**config.mk**
```make
export PLATFORM = sky130hd
export DESIGN_NAME = ppm_p6_header_parser_core
export DESIGN_NICKNAME = d
export VERILOG_FILES = /design/src/rtl/core/ppmhp_pkg.sv /design/src/rtl/core/ppm_p6_header_parser_core.sv
export SDC_FILE = /design/constraint.sdc
export NUM_CORES = 1
export LEC_CHECK = 0
export BUFFER_PORTS_ARGS = -buffer_cell sky130_fd_sc_hd__buf_2
export CAP_MARGIN = 40
export CELL_PAD_IN_SITES_DETAIL_PLACEMENT = 1
export CELL_PAD_IN_SITES_GLOBAL_PLACEMENT = 1
export CORE_ASPECT_RATIO = 1.75
export CORE_MARGIN = 2
export CORE_UTILIZATION = 50
export CTS_CLUSTER_DIAMETER = 120
export DETAILED_ROUTE_END_ITERATION = 10
export GPL_TIMING_DRIVEN = 1
export MAX_ROUTING_LAYER = met4
export PLACE_DENSITY = 0.86
export SYNTH_ARGS = -nofsm -noshare
export SYNTH_HDL_FRONTEND = slang
export SYNTH_SLANG_ARGS = --single-unit
```
**constraint.sdc**
```tcl
create_clock -name clk_i -period 19.3 [get_ports clk_i]
set_input_delay 2.895 -clock clk_i [delete_from_list [all_inputs] [get_ports clk_i]]
set_output_delay 2.895 -clock clk_i [all_outputs]
set_load 0.01 [all_outputs]
```
**src/rtl/core/ppmhp_pkg.sv**
```systemverilog
// Shared constants for the PPM P6 header parser: byte codes, status and error codes.
`timescale 1ns / 1ps

package ppmhp_pkg;

  // Bytes the header grammar cares about.
  localparam logic [7:0] ChP       = 8'h50;
  localparam logic [7:0] ChSix     = 8'h36;
  localparam logic [7:0] ChHash    = 8'h23;
  localparam logic [7:0] ChZero    = 8'h30;
  localparam logic [7:0] ChNine    = 8'h39;
  localparam logic [7:0] ChSpace   = 8'h20;
  localparam logic [7:0] ChLf      = 8'h0A;
  localparam logic [7:0] ChCr      = 8'h0D;
  localparam logic [7:0] ChTab     = 8'h09;

  // Decimal radix for the number accumulator.
  localparam int unsigned Radix = 10;

  localparam int unsigned OutBits = 16;
  localparam logic [OutBits-1:0] LastOffset = 16'hFFFF;

  typedef enum logic [1:0] {
    ST_HEADER = 2'd0,
    ST_END    = 2'd1,
    ST_ERROR  = 2'd2,
    ST_IDLE   = 2'd3
  } status_e;

  typedef enum logic [2:0] {
    ERR_NONE      = 3'd0,
    ERR_MAGIC     = 3'd1,
    ERR_MISSING   = 3'd2,
    ERR_TOO_LARGE = 3'd3,
    ERR_TOO_LONG  = 3'd4
  } error_e;

endpackage

```
**src/rtl/core/ppm_p6_header_parser_core.sv**
```systemverilog
// PPM P6 header parser: one file byte in, one status result out per transfer.
`timescale 1ns / 1ps

// Takes a binary PPM (P6) file one byte per transfer and returns one result per byte. The
// block sustains one byte per clock cycle while results are taken; each byte passes through
// the input register and then the result register, and the whole parse step (magic check,
// whitespace and comment skipping, multiply-by-ten accumulate) sits between those two
// registers. A stalled result register holds up a new byte only if the input register is
// full. When status is 1 the result also carries width, height, maxval and the offset of the
// first pixel byte; after the end of the header or an error every byte reports status 3 until
// a byte arrives with start_of_file set, which restarts the parse at that byte.
module ppm_p6_header_parser_core #(
  parameter int unsigned VALUE_BITS = 16
) (
  input  logic        clk_i,
  input  logic        rst_ni,

  input  logic        in_valid_i,
  output logic        in_ready_o,
  input  logic [7:0]  data_byte_i,
  input  logic        start_of_file_i,

  output logic        out_valid_o,
  input  logic        out_ready_i,
  output logic [1:0]  status_o,
  output logic [2:0]  error_code_o,
  output logic [15:0] image_width_o,
  output logic [15:0] image_height_o,
  output logic [15:0] max_value_o,
  output logic [15:0] header_length_o
);

  localparam int unsigned SumBits = VALUE_BITS + 5;

  typedef enum logic [2:0] {
    PH_P       = 3'd0,
    PH_SIX     = 3'd1,
    PH_WIDTH   = 3'd2,
    PH_COMMENT = 3'd3,
    PH_HEIGHT  = 3'd4,
    PH_MAXVAL  = 3'd5,
    PH_DONE    = 3'd6,
    PH_ERROR   = 3'd7
  } phase_e;

  // Pipeline control.
  logic s1_valid_q, s1_valid_d;
  logic [7:0] s1_byte_q;
  logic s1_sof_q;
  logic out_valid_q;
  logic adv;
  logic in_fire;
  logic s1_fire;

  // Parser state.
  phase_e phase_q, phase_d;
  logic [VALUE_BITS-1:0] acc_q, acc_d;
  logic seen_q, seen_d;
  logic [VALUE_BITS-1:0] wid_q, wid_d;
  logic [VALUE_BITS-1:0] hgt_q, hgt_d;
  logic [15:0] cnt_q, cnt_d;

  // Result register.
  ppmhp_pkg::status_e status_q, status_d;
  ppmhp_pkg::error_e err_q, err_d;
  logic [15:0] width_out_q, width_out_d;
  logic [15:0] height_out_q, height_out_d;
  logic [15:0] maxv_out_q, maxv_out_d;
  logic [15:0] hlen_out_q, hlen_out_d;

  assign adv        = !out_valid_q || out_ready_i;
  assign in_ready_o = !s1_valid_q || adv;
  assign in_fire    = in_valid_i && in_ready_o;
  assign s1_fire    = s1_valid_q && adv;

  always_comb begin
    if (in_fire) begin
      s1_valid_d = 1'b1;
    end else if (adv) begin
      s1_valid_d = 1'b0;
    end else begin
      s1_valid_d = s1_valid_q;
    end
  end

  // Parse step for the byte in the input register.
  always_comb begin
    phase_e ph;
    logic [VALUE_BITS-1:0] acc;
    logic seen;
    logic [VALUE_BITS-1:0] wid;
    logic [VALUE_BITS-1:0] hgt;
    logic [15:0] idx;
    logic is_space;
    logic is_numeral;
    logic [SumBits-1:0] sum;
    logic overflow;
    logic [16:0] hlen;
    logic [31:0] wid_ext;
    logic [31:0] hgt_ext;
    logic [31:0] acc_ext;

    // Start of file restarts from the reset state at this very byte.
    ph   = s1_sof_q ? PH_P : phase_q;
    acc  = s1_sof_q ? '0 : acc_q;
    seen = s1_sof_q ? 1'b0 : seen_q;
    wid  = s1_sof_q ? '0 : wid_q;
    hgt  = s1_sof_q ? '0 : hgt_q;
    idx  = s1_sof_q ? 16'd0 : cnt_q;

    is_space = (s1_byte_q == ppmhp_pkg::ChSpace) || (s1_byte_q == ppmhp_pkg::ChLf) ||
               (s1_byte_q == ppmhp_pkg::ChCr) || (s1_byte_q == ppmhp_pkg::ChTab);
    is_numeral = (s1_byte_q >= ppmhp_pkg::ChZero) && (s1_byte_q <= ppmhp_pkg::ChNine);

    sum = SumBits'(acc) * SumBits'(ppmhp_pkg::Radix)
        + SumBits'(s1_byte_q - ppmhp_pkg::ChZero);
    overflow = |sum[SumBits-1:VALUE_BITS];

    phase_d  = ph;
    acc_d    = acc;
    seen_d   = seen;
    wid_d    = wid;
    hgt_d    = hgt;
    cnt_d    = idx;
    status_d = ppmhp_pkg::ST_HEADER;
    err_d    = ppmhp_pkg::ERR_NONE;
    hlen     = 17'd0;

    width_out_d  = 16'd0;
    height_out_d = 16'd0;
    maxv_out_d   = 16'd0;
    hlen_out_d   = 16'd0;

    wid_ext = 32'(wid);
    hgt_ext = 32'(hgt);
    acc_ext = 32'(acc);

    if (ph == PH_DONE || ph == PH_ERROR) begin
      status_d = ppmhp_pkg::ST_IDLE;
    end else begin
      unique case (ph)
        PH_P: begin
          if (s1_byte_q == ppmhp_pkg::ChP) begin
            phase_d = PH_SIX;
          end else begin
            status_d = ppmhp_pkg::ST_ERROR;
            err_d    = ppmhp_pkg::ERR_MAGIC;
          end
        end
        PH_SIX: begin
          if (s1_byte_q == ppmhp_pkg::ChSix) begin
            phase_d = PH_WIDTH;
          end else begin
            status_d = ppmhp_pkg::ST_ERROR;
            err_d    = ppmhp_pkg::ERR_MAGIC;
          end
        end
        PH_COMMENT: begin
          if (s1_byte_q == ppmhp_pkg::ChLf) begin
            phase_d = PH_WIDTH;
          end
        end
        PH_WIDTH, PH_HEIGHT, PH_MAXVAL: begin
          if (is_numeral) begin
            if (overflow) begin
              status_d = ppmhp_pkg::ST_ERROR;
              err_d    = ppmhp_pkg::ERR_TOO_LARGE;
            end else begin
              acc_d  = sum[VALUE_BITS-1:0];
              seen_d = 1'b1;
            end
          end else if (!seen) begin
            if (is_space) begin
              phase_d = ph;
            end else if (s1_byte_q == ppmhp_pkg::ChHash && ph == PH_WIDTH) begin
              phase_d = PH_COMMENT;
            end else begin
              status_d = ppmhp_pkg::ST_ERROR;
              err_d    = ppmhp_pkg::ERR_MISSING;
            end
          end else if (ph == PH_MAXVAL) begin
            // A non-space byte after maxval is itself the first pixel byte.
            status_d = ppmhp_pkg::ST_END;
            hlen     = is_space ? ({1'b0, idx} + 17'd1) : {1'b0, idx};
          end else if (is_space) begin
            if (ph == PH_WIDTH) begin
              wid_d   = acc;
              phase_d = PH_HEIGHT;
            end else begin
              hgt_d   = acc;
              phase_d = PH_MAXVAL;
            end
            acc_d  = '0;
            seen_d = 1'b0;
          end else begin
            status_d = ppmhp_pkg::ST_ERROR;
            err_d    = ppmhp_pkg::ERR_MISSING;
          end
        end
        default: begin
          status_d = ppmhp_pkg::ST_IDLE;
        end
      endcase

      if ((status_d == ppmhp_pkg::ST_HEADER && idx == ppmhp_pkg::LastOffset) ||
          (status_d == ppmhp_pkg::ST_END && hlen[16])) begin
        status_d = ppmhp_pkg::ST_ERROR;
        err_d    = ppmhp_pkg::ERR_TOO_LONG;
      end

      if (status_d == ppmhp_pkg::ST_ERROR) begin
        phase_d = PH_ERROR;
      end else if (status_d == ppmhp_pkg::ST_END) begin
        phase_d      = PH_DONE;
        width_out_d  = wid_ext[15:0];
        height_out_d = hgt_ext[15:0];
        maxv_out_d   = acc_ext[15:0];
        hlen_out_d   = hlen[15:0];
      end

      if (idx != ppmhp_pkg::LastOffset) begin
        cnt_d = idx + 16'd1;
      end
    end
  end

  always_ff @(posedge clk_i or negedge rst_ni) begin
    if (!rst_ni) begin
      s1_valid_q   <= 1'b0;
      s1_byte_q    <= 8'd0;
      s1_sof_q     <= 1'b0;
      out_valid_q  <= 1'b0;
      phase_q      <= PH_P;
      acc_q        <= '0;
      seen_q       <= 1'b0;
      wid_q        <= '0;
      hgt_q        <= '0;
      cnt_q        <= 16'd0;
      status_q     <= ppmhp_pkg::ST_HEADER;
      err_q        <= ppmhp_pkg::ERR_NONE;
      width_out_q  <= 16'd0;
      height_out_q <= 16'd0;
      maxv_out_q   <= 16'd0;
      hlen_out_q   <= 16'd0;
    end else begin
      s1_valid_q <= s1_valid_d;
      if (in_fire) begin
        s1_byte_q <= data_byte_i;
        s1_sof_q  <= start_of_file_i;
      end
      if (adv) begin
        out_valid_q <= s1_valid_q;
      end
      if (s1_fire) begin
        phase_q      <= phase_d;
        acc_q        <= acc_d;
        seen_q       <= seen_d;
        wid_q        <= wid_d;
        hgt_q        <= hgt_d;
        cnt_q        <= cnt_d;
        status_q     <= status_d;
        err_q        <= err_d;
        width_out_q  <= width_out_d;
        height_out_q <= height_out_d;
        maxv_out_q   <= maxv_out_d;
        hlen_out_q   <= hlen_out_d;
      end
    end
  end

  assign out_valid_o     = out_valid_q;
  assign status_o        = status_q;
  assign error_code_o    = err_q;
  assign image_width_o   = width_out_q;
  assign image_height_o  = height_out_q;
  assign max_value_o     = maxv_out_q;
  assign header_length_o = hlen_out_q;

`ifndef NO_ASSERTIONS
  // Once the header has ended or failed, bytes without a restart leave only idle results.
  assert property (@(posedge clk_i) disable iff (!rst_ni)
    s1_fire && !s1_sof_q && (phase_q == PH_DONE || phase_q == PH_ERROR)
    |=> status_o == ppmhp_pkg::ST_IDLE)
    else $error("idle parser produced a non-idle result");

  // An error code only accompanies an error status.
  assert property (@(posedge clk_i) disable iff (!rst_ni)
    out_valid_o && status_o != ppmhp_pkg::ST_ERROR |-> error_code_o == ppmhp_pkg::ERR_NONE)
    else $error("error code without error status");

  // Header values are only shown with the end-of-header status.
  assert property (@(posedge clk_i) disable iff (!rst_ni)
    out_valid_o && status_o != ppmhp_pkg::ST_END
    |-> header_length_o == 16'd0 && image_width_o == 16'd0 && max_value_o == 16'd0)
    else $error("header values outside end-of-header result");
`endif

endmodule
```
# --- Word-level counts from Yosys, hierarchy flattened ---
# Index checks and enable logic that the tools add are counted.
word_totals:
  register_bits: 148
  inputBits: 13
  output_inout_bits: 71
  elab_cells: 158
classes:
  addsub: 4
  multipliers: 1
  order_cmp: 2
  eq_ne: 19
  muxes: 96
  reduce_logical: 20
op_table:
  columns: ["operator", "count"]
  rows:
  - ["16-bit 2-to-1 mux", 39]
  - ["17-bit 2-to-1 mux", 6]
  - ["3-bit 2-to-1 mux", 17]
  - ["2-bit 2-to-1 mux", 18]
  - ["8-bit by 4-bit == test with 1-bit output, second input constant", 3]
  - ["8-bit by 6-bit == test with 1-bit output, second input constant", 3]
  - ["20-bit by 21-bit adder with 21-bit output", 1]
  - ["16-bit by 3-bit multiplier with 19-bit output, second input constant", 1]
  - ["16-bit by 1-bit adder with 17-bit output, second input constant", 1]
  - ["16-bit by 1-bit adder with 16-bit output, second input constant", 1]
  - ["16-bit == test, second input constant", 1]
  - ["16-bit inequality test, second input constant", 1]
  - ["1-bit 2-to-1 mux", 13]
  - ["3-bit == test, second input constant", 4]
  - ["3-bit one-hot mux with 4 select lines", 1]
  - ["3-bit one-hot mux with 3 select lines", 1]
  - ["8-bit by 6-bit subtractor with 9-bit output, second input constant", 1]
  - ["8-bit by 7-bit == test with 1-bit output, second input constant", 1]
  - ["8-bit by 6-bit >= comparator with 1-bit output, second input constant", 1]
  - ["8-bit by 6-bit less-or-equal comparator with 1-bit output, second input constant", 1]
  - ["2-bit one-hot mux with 4 select lines", 1]
  - ["1-bit logical OR", 7]
  - ["3-bit by 2-bit == test with 1-bit output, second input constant", 2]
  - ["1-bit logical AND", 6]
  - ["other kinds (9)", 11]

# --- Depth between registers and ports, before layout ---
logic_depth:
  ltp_word: 19
  ltp_mapped: 28
  depth_no_buf: 23

# --- Least setup slack after synthesis ---
# OpenSTA, ideal clock, no wires.
synth_timing:
  path_kind: "register -> register"
  from: "register s1_sof_q"
  to: "register acc_q[10]"
  setup_ns: 0.125
  arrival_time_ns: 5.911
  required_ns: 19.175
  path_slack_ns: 13.263
  path_stages_with_launch: 29
  path_buffers: 7
  period_less_slack_ns: 6.037
  path_cell_list: "dfrtp_1 > clkbuf_1 > clkbuf_1 > clkbuf_1 > clkbuf_1 > buf_1 > nor2_1 > ha_1 > a21o_1 > a21oi_1 > o21bai_1 > a21oi_1 > o21a_1 > o21ai_0 > o41a_1 > a21oi_1 > xnor2_1 > ha_1 > clkbuf_1 > a21o_1 > a21o_1 > a21oi_1 > o21ai_0 > nor3_1 > o221ai_2 > or3_4 > a31oi_4 > buf_12 > o21ai_2"
synth_between:
  elab_chain_cells: 8
  word_cells_on_any_way: 20
  cone_classes: "add/sub (1); mul (1); eq/ne (5); mux (10); reduce/logical (3)"
synth_lines:
  columns: ["item", "line", "rtl"]
  rows:
  - ["start: declaration", "ppm_p6_header_parser_core.sv:49", "logic s1_sof_q;"]
  - ["start signal: assignment", "ppm_p6_header_parser_core.sv:249", "s1_sof_q <= start_of_file_i;"]
  - ["16-bit 2-to-1 mux", "ppm_p6_header_parser_core.sv:105", "acc = s1_sof_q ? '0 : acc_q;"]
  - ["16-bit by 3-bit multiplier with 19-bit output", "ppm_p6_header_parser_core.sv:115", "sum = SumBits'(acc) * SumBits'(ppmhp_pkg::Radix)"]
  - ["20-bit by 21-bit adder with 21-bit output", "ppm_p6_header_parser_core.sv:116", "+ SumBits'(s1_byte_q - ppmhp_pkg::ChZero);"]
  - ["5-bit OR reduction", "ppm_p6_header_parser_core.sv:117", "overflow = |sum[SumBits-1:VALUE_BITS];"]
  - ["16-bit 2-to-1 mux", "ppm_p6_header_parser_core.sv:165", "if (overflow) begin"]
  - ["16-bit 2-to-1 mux", "ppm_p6_header_parser_core.sv:164", "if (is_numeral) begin"]
  - ["16-bit 2-to-1 mux", "ppm_p6_header_parser_core.sv:141", "unique case (ph)"]
  - ["16-bit 2-to-1 mux *", "ppm_p6_header_parser_core.sv:138", "if (ph == PH_DONE || ph == PH_ERROR) begin"]
  - ["end signal: assignment", "ppm_p6_header_parser_core.sv:234", "acc_q <= '0;"]
  - ["end signal: assignment", "ppm_p6_header_parser_core.sv:256", "acc_q <= acc_d;"]
  - ["end: declaration", "ppm_p6_header_parser_core.sv:57", "logic [VALUE_BITS-1:0] acc_q, acc_d;"]
# Every way passes the cells marked *; elsewhere a longest branch is shown, timed or not.
# A chain may end at the register's enable or synchronous reset.

# --- Worst setup path in the final report ---
layout_timing:
  from: "input out_ready_i"
  to: "output in_ready_o"
layout_between:
  elab_chain_cells: 2
layout_lines:
  columns: ["item", "line", "rtl"]
  rows:
  - ["start: declaration", "ppm_p6_header_parser_core.sv:24", "input logic out_ready_i,"]
  - ["1-bit logical OR", "ppm_p6_header_parser_core.sv:71", "assign adv = !out_valid_q || out_ready_i;"]
  - ["1-bit logical OR", "ppm_p6_header_parser_core.sv:72", "assign in_ready_o = !s1_valid_q || adv;"]
  - ["end: declaration", "ppm_p6_header_parser_core.sv:19", "output logic in_ready_o,"]
# No other way between the ends.

==> metrics.txt <==
MaxCap Viol Count=0; CP arrival=3.33 ns; global placement routability congestion=between 0.9 and 1; crit path from=out_ready_i; mean post-synth cell area=around 9.7 um2; Psw=between 500 and 600 uW; Area contributors post-synth=dfrtp_1 42%, a22o_1 8.0%, ha_1 6.0%; Worst-path clk slew=0.06 ns; clk root buf=clkbuf_16; Syn Inst Count=912; vias per cell=between 6 and 7; PwrDens=approximately 120 nW/um2; Synth top area share=around 42%; layout cells sized above 1=approximately 17%; synthesis-to-layout area growth=13.5%; top-count cell post-synth=dfrtp_1; first-pass GRT wire length=about 43,000 um; number of flops mapped to enable cells by yosys=0; Final TNS setup=0 ns; Remaining Overflow, GRT=0; worst skew pair latency=around 0.44 ns; CTS Sinks=148; Worst Path Required=approximately 16 ns; Clk pwr share=between 20% and 30%; Post-layout nets=1,023; hold_sp=error_code_o[0]; reg2reg start=s1_sof_q; ys flop type=dfrtp_1; largest net degree at the start of global routing=82; Core Area=about 17,000 um2; cts hold-fix bufs=0; FP Rows=64; Peak Freq=around 160 MHz; TritonRoute pass-1 iters=5; CTS H-tree lvls=4; part of the Yosys area used for sequential elements=approximately 42%; status=finished clean; vias in the first global route=8,100; synthesis-stage register bit count=148; post-route antenna net violation count=0; sequential share of power=34.4%; Worst setup SP type=input port; worst slew pin tran=just under 0.8 ns; fin crit period=slightly above 6 ns; Synth Warn #=0; Initial DRC Count=~420; Slew Limit Fails=0; CTS max path bufs=2; diode count=0; Total Power=1.23 mW; Leak Pwr=about 4.8 nW; PortBufs=83; via count=roughly 7,600; Worst slew margin=roughly 47%; Clock Skew=approximately 0.011 ns; cell taking the most area after synthesis=dfrtp_1; Final Setup Violations=0; CTS buffer count=17; die width=104 um; antenna violations before repair=0; num ports=84; Placed Instances=about 1,200; maximum fanout along the worst path=3; WL final=around 26,000 um; critical path capture point type=primary output; switching portion of total power=between 40 and 50%; Synth async-reset ratio=100%; Routed WL per cell=approximately 22 um; commonest cells in the netlist=148 x dfrtp_1, 80 x a22o_1, 74 x nand2_1; internal power=~720 uW; Hold Path Class=flop to flop; DRC viols=0; Setup CP Type=input port to primary output; worst hold slack=0.472 ns; die area=18,700 um2; CTS tree=done; worst vdd ir=roughly 0.066 mV; syn nets=~970; overall global routing resource usage=between 20% and 30%; unrepaired setup endpoints after global routing=false; Die Y=between 150 and 200 um; Initial Utilization=between 50% and 60%; post-CTS setup buffers=0; Gate power share=approximately 37%; Post-Layout Cell Count=roughly 1,200; Yosys cell types=between 70 and 80; CTS-repair resized insts=0; final hold vios=0; post-detail-place hpwl=about 17,000 um; period utilization=between 30% and 40%; Cell Area, Synth=8800 um2
state kept, by name, indices dropped and copies added, names as in the netlist, 8 cells and up:
register	cells
acc_q	16
cnt_q	16
header_length_o	16
hgt_q	16
image_height_o	16
image_width_o	16
max_value_o	16
wid_q	16
s1_byte_q	8
worst max-delay path, stage by stage:
cell and delay [ns]:
buf_2 0.10, nand3b_1 0.18, buf_2 0.16
final timing paths:
kind | end | slack, ns | cells after the start
worst max-delay path | in_ready_o | 13.07 | 3
max in group asynchronous | s1_byte_q[0] | 15.79 | 3
worst min-delay path | error_code_o[0] | 0.47 | 1
worst max register to register | acc_q[9] | 13.12 | 23
worst min register to register | error_code_o[0] | 0.47 | 1
min in group asynchronous | image_height_o[11] | 2.50 | 1
cell type report:
type                    instances  area [um2]
clock buffers                  18         439
clock inverters                14         168
fillers                      1988        7390
inverters                      25        93.8
multi-input cells             681        4760
flip-flops and latches        148        3700
well taps                     231         289
repair buffers                 94         528
metrics by stage:
stage          area (um2)  util [%]  worst slack (ns)
2_1_floorplan        8800         -             13.26
3_3_place_gp         9330      53.7             13.08
3_5_place_dp         9380      54.0             13.07
4_1_cts              9990      57.5             13.07
5_1_grt              9990      57.5             12.63
6_report             9990      57.5             13.07
kinds of logic (layout without fill, tap and decap cells):
| kind of cell | Yosys count | in the layout | share of synthesized area [%] |
|---|---|---|---|
| XOR/XNOR | 49 | 49 | 4.88 |
| adder cells (fa/ha/maj) | 43 | 43 | 6.20 |
| AO/OA/AOI/OAI | 309 | 309 | 26.0 |
| multiplexers | 11 | 11 | 1.39 |
| buffers and inverters | 83 | 151 | 3.94 |
| flip-flops | 148 | 148 | 42.1 |
| AND/OR/NAND/NOR | 269 | 269 | 15.5 |
layer usage:
| metal | wire length (um) | global-route usage, % |
|---|---|---|
| met2 | 14400 | 52.5 |
| met5 | 0 | - |
| met4 | 1200 | 14.6 |
| met3 | 709 | 4.24 |
| met1 | 10000 | 32.4 |
layout by cell type (no fill, tap or decap), drive strengths merged, types with 9 or more instances in the layout:
cell and n:
clkbuf 18, ha 42, nand4 11, nor2 58
and3 9, inv 31, a22oi 28, mux2 10
nand2b 35, nor2b 21, a21oi 46, nand3 17
xor2 9, a21o 18, a22o 80, dfrtp 148
buf 94, xnor2 40, o21ai 75, nand2 75
nor3 20
power groups by stage:
stage | sequential (mW) | clock (mW) | combinational, mW
floorplan | 0.380 | 0 | 0.353
global placement | 0.420 | 0 | 0.430
detailed placement | 0.423 | 0 | 0.445
CTS | 0.420 | 0.349 | 0.456
global route | 0.428 | 0.363 | 0.500
finish | 0.422 | 0.348 | 0.458
No activity file was read; power rests on OpenSTA's default activity.
